File: src/pee_pkg.sv
// Shared types, character codes and status codes of the postfix evaluator.
// No dependencies; imported by pee_ctrl, pee_dpath and the top level.
package pee_pkg;

	localparam int STACK_DEPTH_DEF = 16;
	localparam int FRAC_BITS_DEF   = 16;
	localparam int VALUE_W         = 32;

	localparam logic [7:0] CH_END   = 8'h00;
	localparam logic [7:0] CH_ZERO  = 8'h30;
	localparam logic [7:0] CH_NINE  = 8'h39;
	localparam logic [7:0] CH_SPACE = 8'h20;
	localparam logic [7:0] CH_TAB   = 8'h09;
	localparam logic [7:0] CH_COMMA = 8'h2C;
	localparam logic [7:0] CH_PLUS  = 8'h2B;
	localparam logic [7:0] CH_MINUS = 8'h2D;
	localparam logic [7:0] CH_STAR  = 8'h2A;
	localparam logic [7:0] CH_SLASH = 8'h2F;

	typedef enum logic [2:0] {
		STAT_OK      = 3'd0,
		STAT_ILLEGAL = 3'd1,
		STAT_UNDER   = 3'd2,
		STAT_OVER    = 3'd3,
		STAT_DIVZERO = 3'd4
	} status_t;

	typedef enum logic [1:0] {
		OP_ADD,
		OP_SUB,
		OP_MUL,
		OP_DIV
	} op_t;

	typedef enum logic [2:0] {
		ST_IDLE,
		ST_FETCH,
		ST_MUL,
		ST_DIV,
		ST_DIVWB,
		ST_EMIT
	} state_t;

	// controller -> datapath
	typedef struct packed {
		logic    push;       // digit: spill TOS, load digit, count+1
		logic    pop;        // operator: read next-of-stack, count-1
		logic    clear;      // empty the stack
		op_t     op;
		logic    exec;       // first execute cycle, next-of-stack on RAM output
		logic    mul_wb;
		logic    div_step;
		logic    div_wb;
		logic    out_load;
		status_t out_status;
		logic    out_zero;   // result value 0 instead of TOS
	} dp_cmd_t;

	// datapath -> controller
	typedef struct packed {
		logic cnt_zero;
		logic cnt_lt2;
		logic cnt_full;
		logic tos_zero;
		logic div_last;
	} dp_stat_t;

endpackage

File: src/pee_ram.sv
// Generic single-write, single-read RAM with registered read data.
// No dependencies.
module pee_ram #(
	parameter int WIDTH = 32,
	parameter int DEPTH = 16
) (
	input  logic                     clk,
	input  logic                     we,
	input  logic [$clog2(DEPTH)-1:0] waddr,
	input  logic [WIDTH-1:0]         wdata,
	input  logic [$clog2(DEPTH)-1:0] raddr,
	output logic [WIDTH-1:0]         rdata
);

	logic [WIDTH-1:0] mem [DEPTH];

	always_ff @(posedge clk) begin
		if (we) begin
			mem[waddr] <= wdata;
		end
		rdata <= mem[raddr];
	end

endmodule

File: src/pee_ctrl.sv
// Controller FSM: classifies symbols, sequences operators, owns the output valid.
// Depends on pee_pkg.
module pee_ctrl
	import pee_pkg::*;
(
	input  logic     clk,
	input  logic     arst_n,
	input  logic     s_tvalid,
	output logic     s_tready,
	input  logic [7:0] symbol,
	output logic     m_tvalid,
	input  logic     m_tready,
	input  dp_stat_t stat,
	output dp_cmd_t  cmd
);

	typedef enum logic [2:0] {
		SC_SKIP,
		SC_DIGIT,
		SC_END,
		SC_OP,
		SC_ILLEGAL
	} sym_class_t;

	state_t     state_q, state_d;
	op_t        op_q, sym_op;
	sym_class_t sym_class;
	status_t    pend_st_q, pend_st_d;
	logic       pend_zero_q, pend_zero_d, pend_load;
	logic       out_valid_q;
	logic       accept, slot_free;

	assign accept    = s_tvalid && s_tready;
	assign slot_free = !out_valid_q || m_tready;
	assign m_tvalid  = out_valid_q;

	always_comb begin
		sym_op = OP_ADD;
		unique case (symbol) inside
			CH_SPACE, CH_TAB, CH_COMMA: sym_class = SC_SKIP;
			[CH_ZERO:CH_NINE]:          sym_class = SC_DIGIT;
			CH_END:                     sym_class = SC_END;
			CH_PLUS:  begin sym_class = SC_OP; sym_op = OP_ADD; end
			CH_MINUS: begin sym_class = SC_OP; sym_op = OP_SUB; end
			CH_STAR:  begin sym_class = SC_OP; sym_op = OP_MUL; end
			CH_SLASH: begin sym_class = SC_OP; sym_op = OP_DIV; end
			default:                    sym_class = SC_ILLEGAL;
		endcase
	end

	// next state
	always_comb begin
		state_d = state_q;
		unique case (state_q)
			ST_IDLE: begin
				if (accept) begin
					unique case (sym_class)
						SC_SKIP:    state_d = ST_IDLE;
						SC_DIGIT:   state_d = stat.cnt_full ? ST_EMIT : ST_IDLE;
						SC_OP:      state_d = stat.cnt_lt2 ? ST_EMIT : ST_FETCH;
						default:    state_d = ST_EMIT;
					endcase
				end
			end
			ST_FETCH: begin
				unique case (op_q)
					OP_MUL:  state_d = ST_MUL;
					OP_DIV:  state_d = stat.tos_zero ? ST_EMIT : ST_DIV;
					default: state_d = ST_IDLE;
				endcase
			end
			ST_MUL:   state_d = ST_IDLE;
			ST_DIV:   state_d = stat.div_last ? ST_DIVWB : ST_DIV;
			ST_DIVWB: state_d = ST_IDLE;
			ST_EMIT:  state_d = slot_free ? ST_IDLE : ST_EMIT;
			default:  state_d = ST_IDLE;
		endcase
	end

	// outputs
	always_comb begin
		cmd            = '0;
		cmd.op         = op_q;
		cmd.out_status = pend_st_q;
		cmd.out_zero   = pend_zero_q;
		s_tready       = 1'b0;
		pend_load      = 1'b0;
		pend_st_d      = STAT_OK;
		pend_zero_d    = 1'b1;
		unique case (state_q)
			ST_IDLE: begin
				s_tready = 1'b1;
				if (accept) begin
					unique case (sym_class)
						SC_SKIP: ;
						SC_DIGIT: begin
							if (stat.cnt_full) begin
								cmd.clear = 1'b1;
								pend_load = 1'b1;
								pend_st_d = STAT_OVER;
							end else begin
								cmd.push = 1'b1;
							end
						end
						SC_END: begin
							cmd.clear   = 1'b1;
							pend_load   = 1'b1;
							pend_st_d   = stat.cnt_zero ? STAT_UNDER : STAT_OK;
							pend_zero_d = stat.cnt_zero;
						end
						SC_OP: begin
							if (stat.cnt_lt2) begin
								cmd.clear = 1'b1;
								pend_load = 1'b1;
								pend_st_d = STAT_UNDER;
							end else begin
								cmd.pop = 1'b1;
							end
						end
						default: begin
							cmd.clear = 1'b1;
							pend_load = 1'b1;
							pend_st_d = STAT_ILLEGAL;
						end
					endcase
				end
			end
			ST_FETCH: begin
				cmd.exec = 1'b1;
				if (op_q == OP_DIV && stat.tos_zero) begin
					pend_load   = 1'b1;
					pend_st_d   = STAT_DIVZERO;
					pend_zero_d = 1'b0;
				end
			end
			ST_MUL:   cmd.mul_wb = 1'b1;
			ST_DIV:   cmd.div_step = 1'b1;
			ST_DIVWB: cmd.div_wb = 1'b1;
			ST_EMIT:  cmd.out_load = slot_free;
			default: ;
		endcase
	end

	always_ff @(posedge clk or negedge arst_n) begin
		if (!arst_n) begin
			state_q     <= ST_IDLE;
			op_q        <= OP_ADD;
			pend_st_q   <= STAT_OK;
			pend_zero_q <= 1'b1;
			out_valid_q <= 1'b0;
		end else begin
			state_q <= state_d;
			if (accept) begin
				op_q <= sym_op;
			end
			if (pend_load) begin
				pend_st_q   <= pend_st_d;
				pend_zero_q <= pend_zero_d;
			end
			if (cmd.out_load) begin
				out_valid_q <= 1'b1;
			end else if (m_tready) begin
				out_valid_q <= 1'b0;
			end
		end
	end

endmodule

File: src/pee_dpath.sv
// Datapath: TOS register, stack RAM below it, add/sub, multiplier,
// bit-serial divider and the result register. Depends on pee_pkg, pee_ram.
module pee_dpath
	import pee_pkg::*;
#(
	parameter int STACK_DEPTH = STACK_DEPTH_DEF,
	parameter int FRAC_BITS   = FRAC_BITS_DEF
) (
	input  logic               clk,
	input  logic               arst_n,
	input  logic [7:0]         symbol,
	input  dp_cmd_t            cmd,
	output dp_stat_t           stat,
	output logic [VALUE_W-1:0] value,
	output status_t            status
);

	localparam int CNT_W  = $clog2(STACK_DEPTH + 1);
	localparam int ADDR_W = $clog2(STACK_DEPTH);
	localparam int QW     = VALUE_W + FRAC_BITS;   // quotient bits
	localparam int DCNT_W = $clog2(QW);

	localparam logic [VALUE_W-1:0] VMAX = {1'b0, {(VALUE_W-1){1'b1}}};
	localparam logic [VALUE_W-1:0] VMIN = {1'b1, {(VALUE_W-1){1'b0}}};

	function automatic logic [VALUE_W-1:0] mag(input logic [VALUE_W-1:0] v);
		mag = v[VALUE_W-1] ? (~v + 1'b1) : v;
	endfunction

	// sign a magnitude, saturate to 32 bits
	function automatic logic [VALUE_W-1:0] sat_mag(input logic [63:0] m, input logic neg);
		if (neg) begin
			sat_mag = (m >= 64'(VMIN)) ? VMIN : (~m[VALUE_W-1:0] + 1'b1);
		end else begin
			sat_mag = (m > 64'(VMAX)) ? VMAX : m[VALUE_W-1:0];
		end
	endfunction

	logic [CNT_W-1:0]   count_q, cnt_m1, cnt_m2;
	logic [VALUE_W-1:0] tos_q, nos;
	logic [VALUE_W-1:0] digit_val, addsub_res, dz_val;
	logic [VALUE_W:0]   a_ext, b_ext, sum;
	logic [63:0]        prod_q;
	logic               neg_q;
	logic [QW-1:0]      quo_q;
	logic [VALUE_W-1:0] rem_q, dvs_q;
	logic [VALUE_W:0]   rem_sh;
	logic               ge;
	logic [DCNT_W-1:0]  div_cnt_q;
	logic [VALUE_W-1:0] value_q;
	status_t            status_q;

	assign cnt_m1 = count_q - 1'b1;
	assign cnt_m2 = count_q - CNT_W'(2);

	pee_ram #(
		.WIDTH(VALUE_W),
		.DEPTH(STACK_DEPTH)
	) u_stack (
		.clk  (clk),
		.we   (cmd.push && count_q != '0),
		.waddr(cnt_m1[ADDR_W-1:0]),
		.wdata(tos_q),
		.raddr(cnt_m2[ADDR_W-1:0]),
		.rdata(nos)
	);

	assign stat.cnt_zero = (count_q == '0);
	assign stat.cnt_lt2  = (count_q < CNT_W'(2));
	assign stat.cnt_full = (count_q == CNT_W'(STACK_DEPTH));
	assign stat.tos_zero = (tos_q == '0);
	assign stat.div_last = (div_cnt_q == DCNT_W'(QW - 1));

	assign digit_val = VALUE_W'(symbol[3:0]) << FRAC_BITS;

	// left operand = nos, right operand = tos
	assign a_ext = {nos[VALUE_W-1], nos};
	assign b_ext = {tos_q[VALUE_W-1], tos_q};
	assign sum   = (cmd.op == OP_SUB) ? (a_ext - b_ext) : (a_ext + b_ext);
	always_comb begin
		if (sum[VALUE_W] != sum[VALUE_W-1]) begin
			addsub_res = sum[VALUE_W] ? VMIN : VMAX;
		end else begin
			addsub_res = sum[VALUE_W-1:0];
		end
	end

	always_comb begin
		if (nos == '0) begin
			dz_val = '0;
		end else begin
			dz_val = nos[VALUE_W-1] ? VMIN : VMAX;
		end
	end

	// one restoring step
	assign rem_sh = {rem_q, quo_q[QW-1]};
	assign ge     = (rem_sh >= {1'b0, dvs_q});

	always_ff @(posedge clk or negedge arst_n) begin
		if (!arst_n) begin
			count_q <= '0;
		end else begin
			if (cmd.clear) begin
				count_q <= '0;
			end else if (cmd.push) begin
				count_q <= count_q + 1'b1;
			end else if (cmd.pop) begin
				count_q <= cnt_m1;
			end
		end
	end

	always_ff @(posedge clk) begin
		if (cmd.push) begin
			tos_q <= digit_val;
		end else if (cmd.exec && (cmd.op == OP_ADD || cmd.op == OP_SUB)) begin
			tos_q <= addsub_res;
		end else if (cmd.exec && cmd.op == OP_DIV && tos_q == '0) begin
			tos_q <= dz_val;
		end else if (cmd.mul_wb) begin
			tos_q <= sat_mag(prod_q >> FRAC_BITS, neg_q);
		end else if (cmd.div_wb) begin
			tos_q <= sat_mag(64'(quo_q), neg_q);
		end

		if (cmd.exec) begin
			neg_q     <= nos[VALUE_W-1] ^ tos_q[VALUE_W-1];
			prod_q    <= 64'(mag(nos)) * 64'(mag(tos_q));
			quo_q     <= QW'(mag(nos)) << FRAC_BITS;
			dvs_q     <= mag(tos_q);
			rem_q     <= '0;
			div_cnt_q <= '0;
		end else if (cmd.div_step) begin
			rem_q     <= ge ? VALUE_W'(rem_sh - {1'b0, dvs_q}) : rem_sh[VALUE_W-1:0];
			quo_q     <= {quo_q[QW-2:0], ge};
			div_cnt_q <= div_cnt_q + 1'b1;
		end

		if (cmd.out_load) begin
			value_q  <= cmd.out_zero ? '0 : tos_q;
			status_q <= cmd.out_status;
		end
	end

	assign value  = value_q;
	assign status = status_q;

endmodule

File: src/postfix_expression_evaluator_top.sv
// Top level of the postfix (RPN) expression evaluator over signed fixed point.
// Depends on pee_pkg, pee_ctrl, pee_dpath (which holds pee_ram).
//
//  channel  | signals                    | payload
//  ---------+----------------------------+--------------------------------------
//  input    | s_tvalid s_tready s_tdata  | tdata[7:0] symbol
//  result   | m_tvalid m_tready m_tdata  | tdata[31:0] value (Q16.16 default),
//           | m_tuser                    | tuser[2:0] status
//
// Skip symbols and digits are taken in the idle state; operators go through
// fetch, then a multiply write-back or the one-bit restoring divider. Results
// leave through a one-deep output register, so a new symbol is taken while a
// result waits; a symbol that makes a result stalls until that register is free.
// Reset empties the stack and drops any pending result; the stack RAM itself is
// not cleared.
module postfix_expression_evaluator_top
	import pee_pkg::*;
#(
	parameter int STACK_DEPTH = STACK_DEPTH_DEF,   // 2..256 entries
	parameter int FRAC_BITS   = FRAC_BITS_DEF      // 0..24 fraction bits
) (
	input  logic        clk,
	input  logic        arst_n,
	input  logic        s_tvalid,
	output logic        s_tready,
	input  logic [7:0]  s_tdata,    // [7:0] symbol
	output logic        m_tvalid,
	input  logic        m_tready,
	output logic [31:0] m_tdata,    // [31:0] value
	output logic [2:0]  m_tuser     // [2:0] status
);

	dp_cmd_t  cmd;
	dp_stat_t stat;
	status_t  status;

	// controller: symbol decode, operator sequencing, output valid
	pee_ctrl u_ctrl (
		.clk     (clk),
		.arst_n  (arst_n),
		.s_tvalid(s_tvalid),
		.s_tready(s_tready),
		.symbol  (s_tdata),
		.m_tvalid(m_tvalid),
		.m_tready(m_tready),
		.stat    (stat),
		.cmd     (cmd)
	);

	// datapath: stack, arithmetic, result register
	pee_dpath #(
		.STACK_DEPTH(STACK_DEPTH),
		.FRAC_BITS  (FRAC_BITS)
	) u_dpath (
		.clk   (clk),
		.arst_n(arst_n),
		.symbol(s_tdata),
		.cmd   (cmd),
		.stat  (stat),
		.value (m_tdata),
		.status(status)
	);

	assign m_tuser = status;

endmodule

File: config.mk
export PLATFORM = sky130hd
export DESIGN_NAME = postfix_expression_evaluator_top
export DESIGN_NICKNAME = d
export VERILOG_FILES = /design/src/pee_pkg.sv /design/src/pee_ram.sv /design/src/pee_ctrl.sv /design/src/pee_dpath.sv /design/src/postfix_expression_evaluator_top.sv
export SDC_FILE = /design/constraint.sdc
export NUM_CORES = 2
export LEC_CHECK = 0
export BUFFER_PORTS_ARGS = -buffer_cell sky130_fd_sc_hd__buf_2
export CAP_MARGIN = 20
export CORE_ASPECT_RATIO = 0.8
export CORE_MARGIN = 2
export CORE_UTILIZATION = 55
export DETAILED_ROUTE_END_ITERATION = 16
export PLACE_DENSITY = 0.71
export SLEW_MARGIN = 20
export SYNTH_ARGS = -nofsm -noshare
export SYNTH_HDL_FRONTEND = slang
export SYNTH_SLANG_ARGS = --single-unit
File: constraint.sdc
create_clock -name clk -period 24 [get_ports clk]
set_clock_uncertainty 0.05 [all_clocks]
set_input_delay 1.2 -clock clk [delete_from_list [all_inputs] [get_ports clk]]
set_output_delay 1.2 -clock clk [all_outputs]
set_load 0.02 [all_outputs]
==> results by group <==
Status
  – Status: finished, final reports clean

Setup path
  – Reg2Reg Setup Slack: 11.72 ns
  – Worst Setup SP: u_dpath.tos_q[0]
  – Worst reg-to-reg path cell count: 32
  – Critical path's most frequent cell: fa_1
  – CP required: 24.40 ns
  – Maximum fanout along the worst path: 21
  – Crit path arrival time: 12.68 ns
  – CP Class: reg -> reg
  – CP Capture Point: u_dpath.prod_q[60]
  – Worst Setup End Kind: register
  – Worst setup SP type: register
  – RR Endpoint: u_dpath.prod_q[60]
  – Worst path slowest cell: xor2_4
  – Crit-path max cell delay: 0.91 ns
  – RR Startpoint: u_dpath.tos_q[0]

Die
  – # IOs: 49
  – Die Footprint: 128,400 um^2
  – Chip width: 400.2 um
  – Starting Density: 0.5533
  – Core Rows: 116
  – Die H: 320.9 um
  – Core area: 124,800 um^2

Drt
  – Vias: 50,960
  – DRT antenna net count: 0
  – Initial DRC Count: 6,763
  – Wirelength per Cell: 28.16 um
  – DRC viols: 0
  – Number of vias per cell: 6.254
  – Drt first pass iters: 7
  – Post-Route WL: 229,500 um

Global route
  – Antenna violations before repair: 12
  – Grt ovf: 0
  – GRT Resource Usage Total: 0.3662
  – Largest net degree at the start of global routing: 93
  – Vias in the first global route: 51,040
  – First-pass GRT wire length: 339,500 um

Hold path
  – HP Class: in -> async

Logic synthesis
  – Yosys warnings: 0
  – Synthesized cell area: 69,060 um^2
  – Post-synth EDFFs: 664
  – Sequential cell area fraction in the yosys report: 0.3272
  – Post-synth cell types: 92
  – Asr flop ratio synth: 0.01892
  – Net count after synthesis: 7,711
  – Synth Instances: 6,464
  – Ys flop type: edfxtp_1
  – Mean post-synth cell area: 10.68 um^2
  – Synthesis-stage register bit count: 793

Final layout
  – P&R area growth vs syn: 8.383%
  – Final net count: 7,665
  – Share of layout cells above drive strength 1: 0.09787

Place
  – Number of port buffers: 48
  – Final GP Congestion: 1.085
  – Post-DP HPWL: 165,000 um

STA
  – Share of the clock period used by the worst path: 0.5116
  – Worst-Margin Slew: 1.343 ns
  – Final Hold Fails: 0
  – Final Max Tran Viols: 0
  – Headroom to the max-slew limit: 0.09062
  – Crit path time final: 12.28 ns
  – Final setup fails: 0
  – Hold slack: 0.3451 ns
  – Setup TNS Final: 0 ns
  – Unrepaired setup endpoints after global routing: no
  – Fmax achieved: 81.45 MHz

Clock tree
  – Hold_buf cts: 0
  – Worst-Skew Late Latency: 0.74 ns
  – H-tree levels: 3
  – CTS Buf Count: 83
  – CTS-repair resized insts: 0
  – Sink Count: 793
  – CTS tree: yes
  – Clock buffer depth: 3
  – Reg clk slew, reported paths: 0.07 ns
  – Number of setup buffers added after CTS: 0
  – CTS root buf: clkbuf_16

Run
  – Max_cap viols: 0
## critical path: cells and delay by family (launching register included)
family / cells / cell delay [ns]
DFF: 1 / 0.31
adders and majority gates: 10 / 4.33
xor gates and xnor gates: 2 / 0.99
buffers and inverters: 7 / 1.41
AOI/OAI and AO/OA: 9 / 3.22
and+or+nand+nor: 4 / 1.63
## synthesized netlist by cell type (18+ instances only)
cell type / n / area (um^2)
o311ai_0: 19 / 166.4
or3_1: 37 / 231.5
a21oi_1: 226 / 1131
and2_1: 44 / 275.3
nor2b_1: 52 / 325.3
a2111oi_0: 19 / 166.4
nor3_1: 72 / 360.4
clkbuf_1: 316 / 1186
ha_1: 338 / 4229
nor2_1: 722 / 2710
mux4_2: 160 / 3603
o21bai_1: 18 / 135.1
nand4_1: 33 / 206.5
nor4_1: 22 / 137.6
o31ai_1: 44 / 330.3
nand3_1: 64 / 320.3
edfxtp_1: 664 / 19940
xnor2_1: 107 / 937.2
inv_1: 996 / 3739
nand2_1: 721 / 2706
and3_1: 19 / 118.9
a31oi_1: 23 / 143.9
o21ai_0: 176 / 880.8
a21o_1: 71 / 533.0
xor2_1: 121 / 1060
dfxtp_1: 114 / 2282
nand2b_1: 21 / 131.4
a22o_1: 29 / 254.0
fa_1: 897 / 17960
o21a_1: 22 / 165.2
## area by class of cell
class	count	area [um^2]
fill	10210	49970
multi-input combinational	4326	42060
sequential	793	22610
inverter	1003	3765
clock buffer	98	2175
tap	1652	2067
timing repair buffer	211	1496
clock inverter	57	650.6
antenna	9	22.52
## cell families (layout without fill, tap and decap cells)
logic type / Yosys count / after routing / synth area share
fa+ha+maj: 1235 / 1235 / 0.3213
simple gates: 1896 / 1896 / 0.1198
other cells: 0 / 9 / 0
flops: 793 / 793 / 0.3272
mux: 172 / 172 / 0.05396
buf+inv: 1345 / 1369 / 0.07385
compound gates: 793 / 793 / 0.07452
xor+xnor: 230 / 230 / 0.02939
## layer usage
layer	part of all wire	global-route usage	vias up
li1	-	-	21210
met1	0.40	0.5272	25720
met2	0.40	0.4874	3419
met3	0.15	0.1380	613
met4	0.058	0.1713	6
met5	0.00046	0.004939	-
## flip-flops by register name (all words and copies together) (netlist names)
name / cells
u_ctrl.pend_st_q: 3
u_dpath.tos_q: 32
u_dpath.u_stack.rdata: 32
u_dpath.prod_q: 48
u_dpath.div_cnt_q: 6
u_ctrl.state_q: 3
u_ctrl.m_tvalid: 1
u_dpath.quo_q: 48
u_dpath.status: 3
u_ctrl.op_q: 2
u_dpath.count_q: 5
u_dpath.dvs_q: 32
u_dpath.rem_q: 32
u_dpath.neg_q: 1
u_dpath.u_stack.mem: 512
u_ctrl.pend_zero_q: 1
u_dpath.value: 32
## worst min path at each step
stage	startpoint	end	slack, ns
2_1_floorplan	u_ctrl.pend_st_q[2]	u_dpath.status[2]	0.37
3_3_place_gp	u_dpath.div_cnt_q[1]	u_dpath.div_cnt_q[1]	0.40
3_5_place_dp	u_ctrl.pend_st_q[1]	u_dpath.status[1]	0.40
4_1_cts	arst_n	u_ctrl.op_q[0]	0.30
5_1_grt	arst_n	u_ctrl.op_q[1]	0.36
6_report	arst_n	u_ctrl.op_q[0]	0.35
## stage by stage
stage	worst slack, ns	area [um^2]	utilization	std cells
finish	11.72	74850	0.5996	8149
global route	11.36	74830	0.5995	8144
CTS	12.09	74780	0.5991	8138
detailed placement	12.11	71950	0.5765	7983
global placement	12.34	71950	0.5764	7983
floorplan	13.72	69060	-	6464
## cells in the final DEF, fill, tap and decap left out, types with 44 or more instances in the layout
cell / instances
inv_1: 996
fa_1: 897
nand2_1: 720
nor2_1: 704
edfxtp_1: 664
ha_1: 337
a21oi_1: 225
o21ai_0: 175
mux4_2: 160
buf_4: 160
dfxtp_1: 112
xor2_1: 99
xnor2_1: 91
clkbuf_16: 84
a21o_1: 71
nor3_1: 70
nand3_1: 64
nor2b_1: 52
buf_2: 48
and2_1: 44
Power is left out: the tool's default activity adds up to more than one toggle a clock period on the data nets, which glitch-free logic cannot reach.
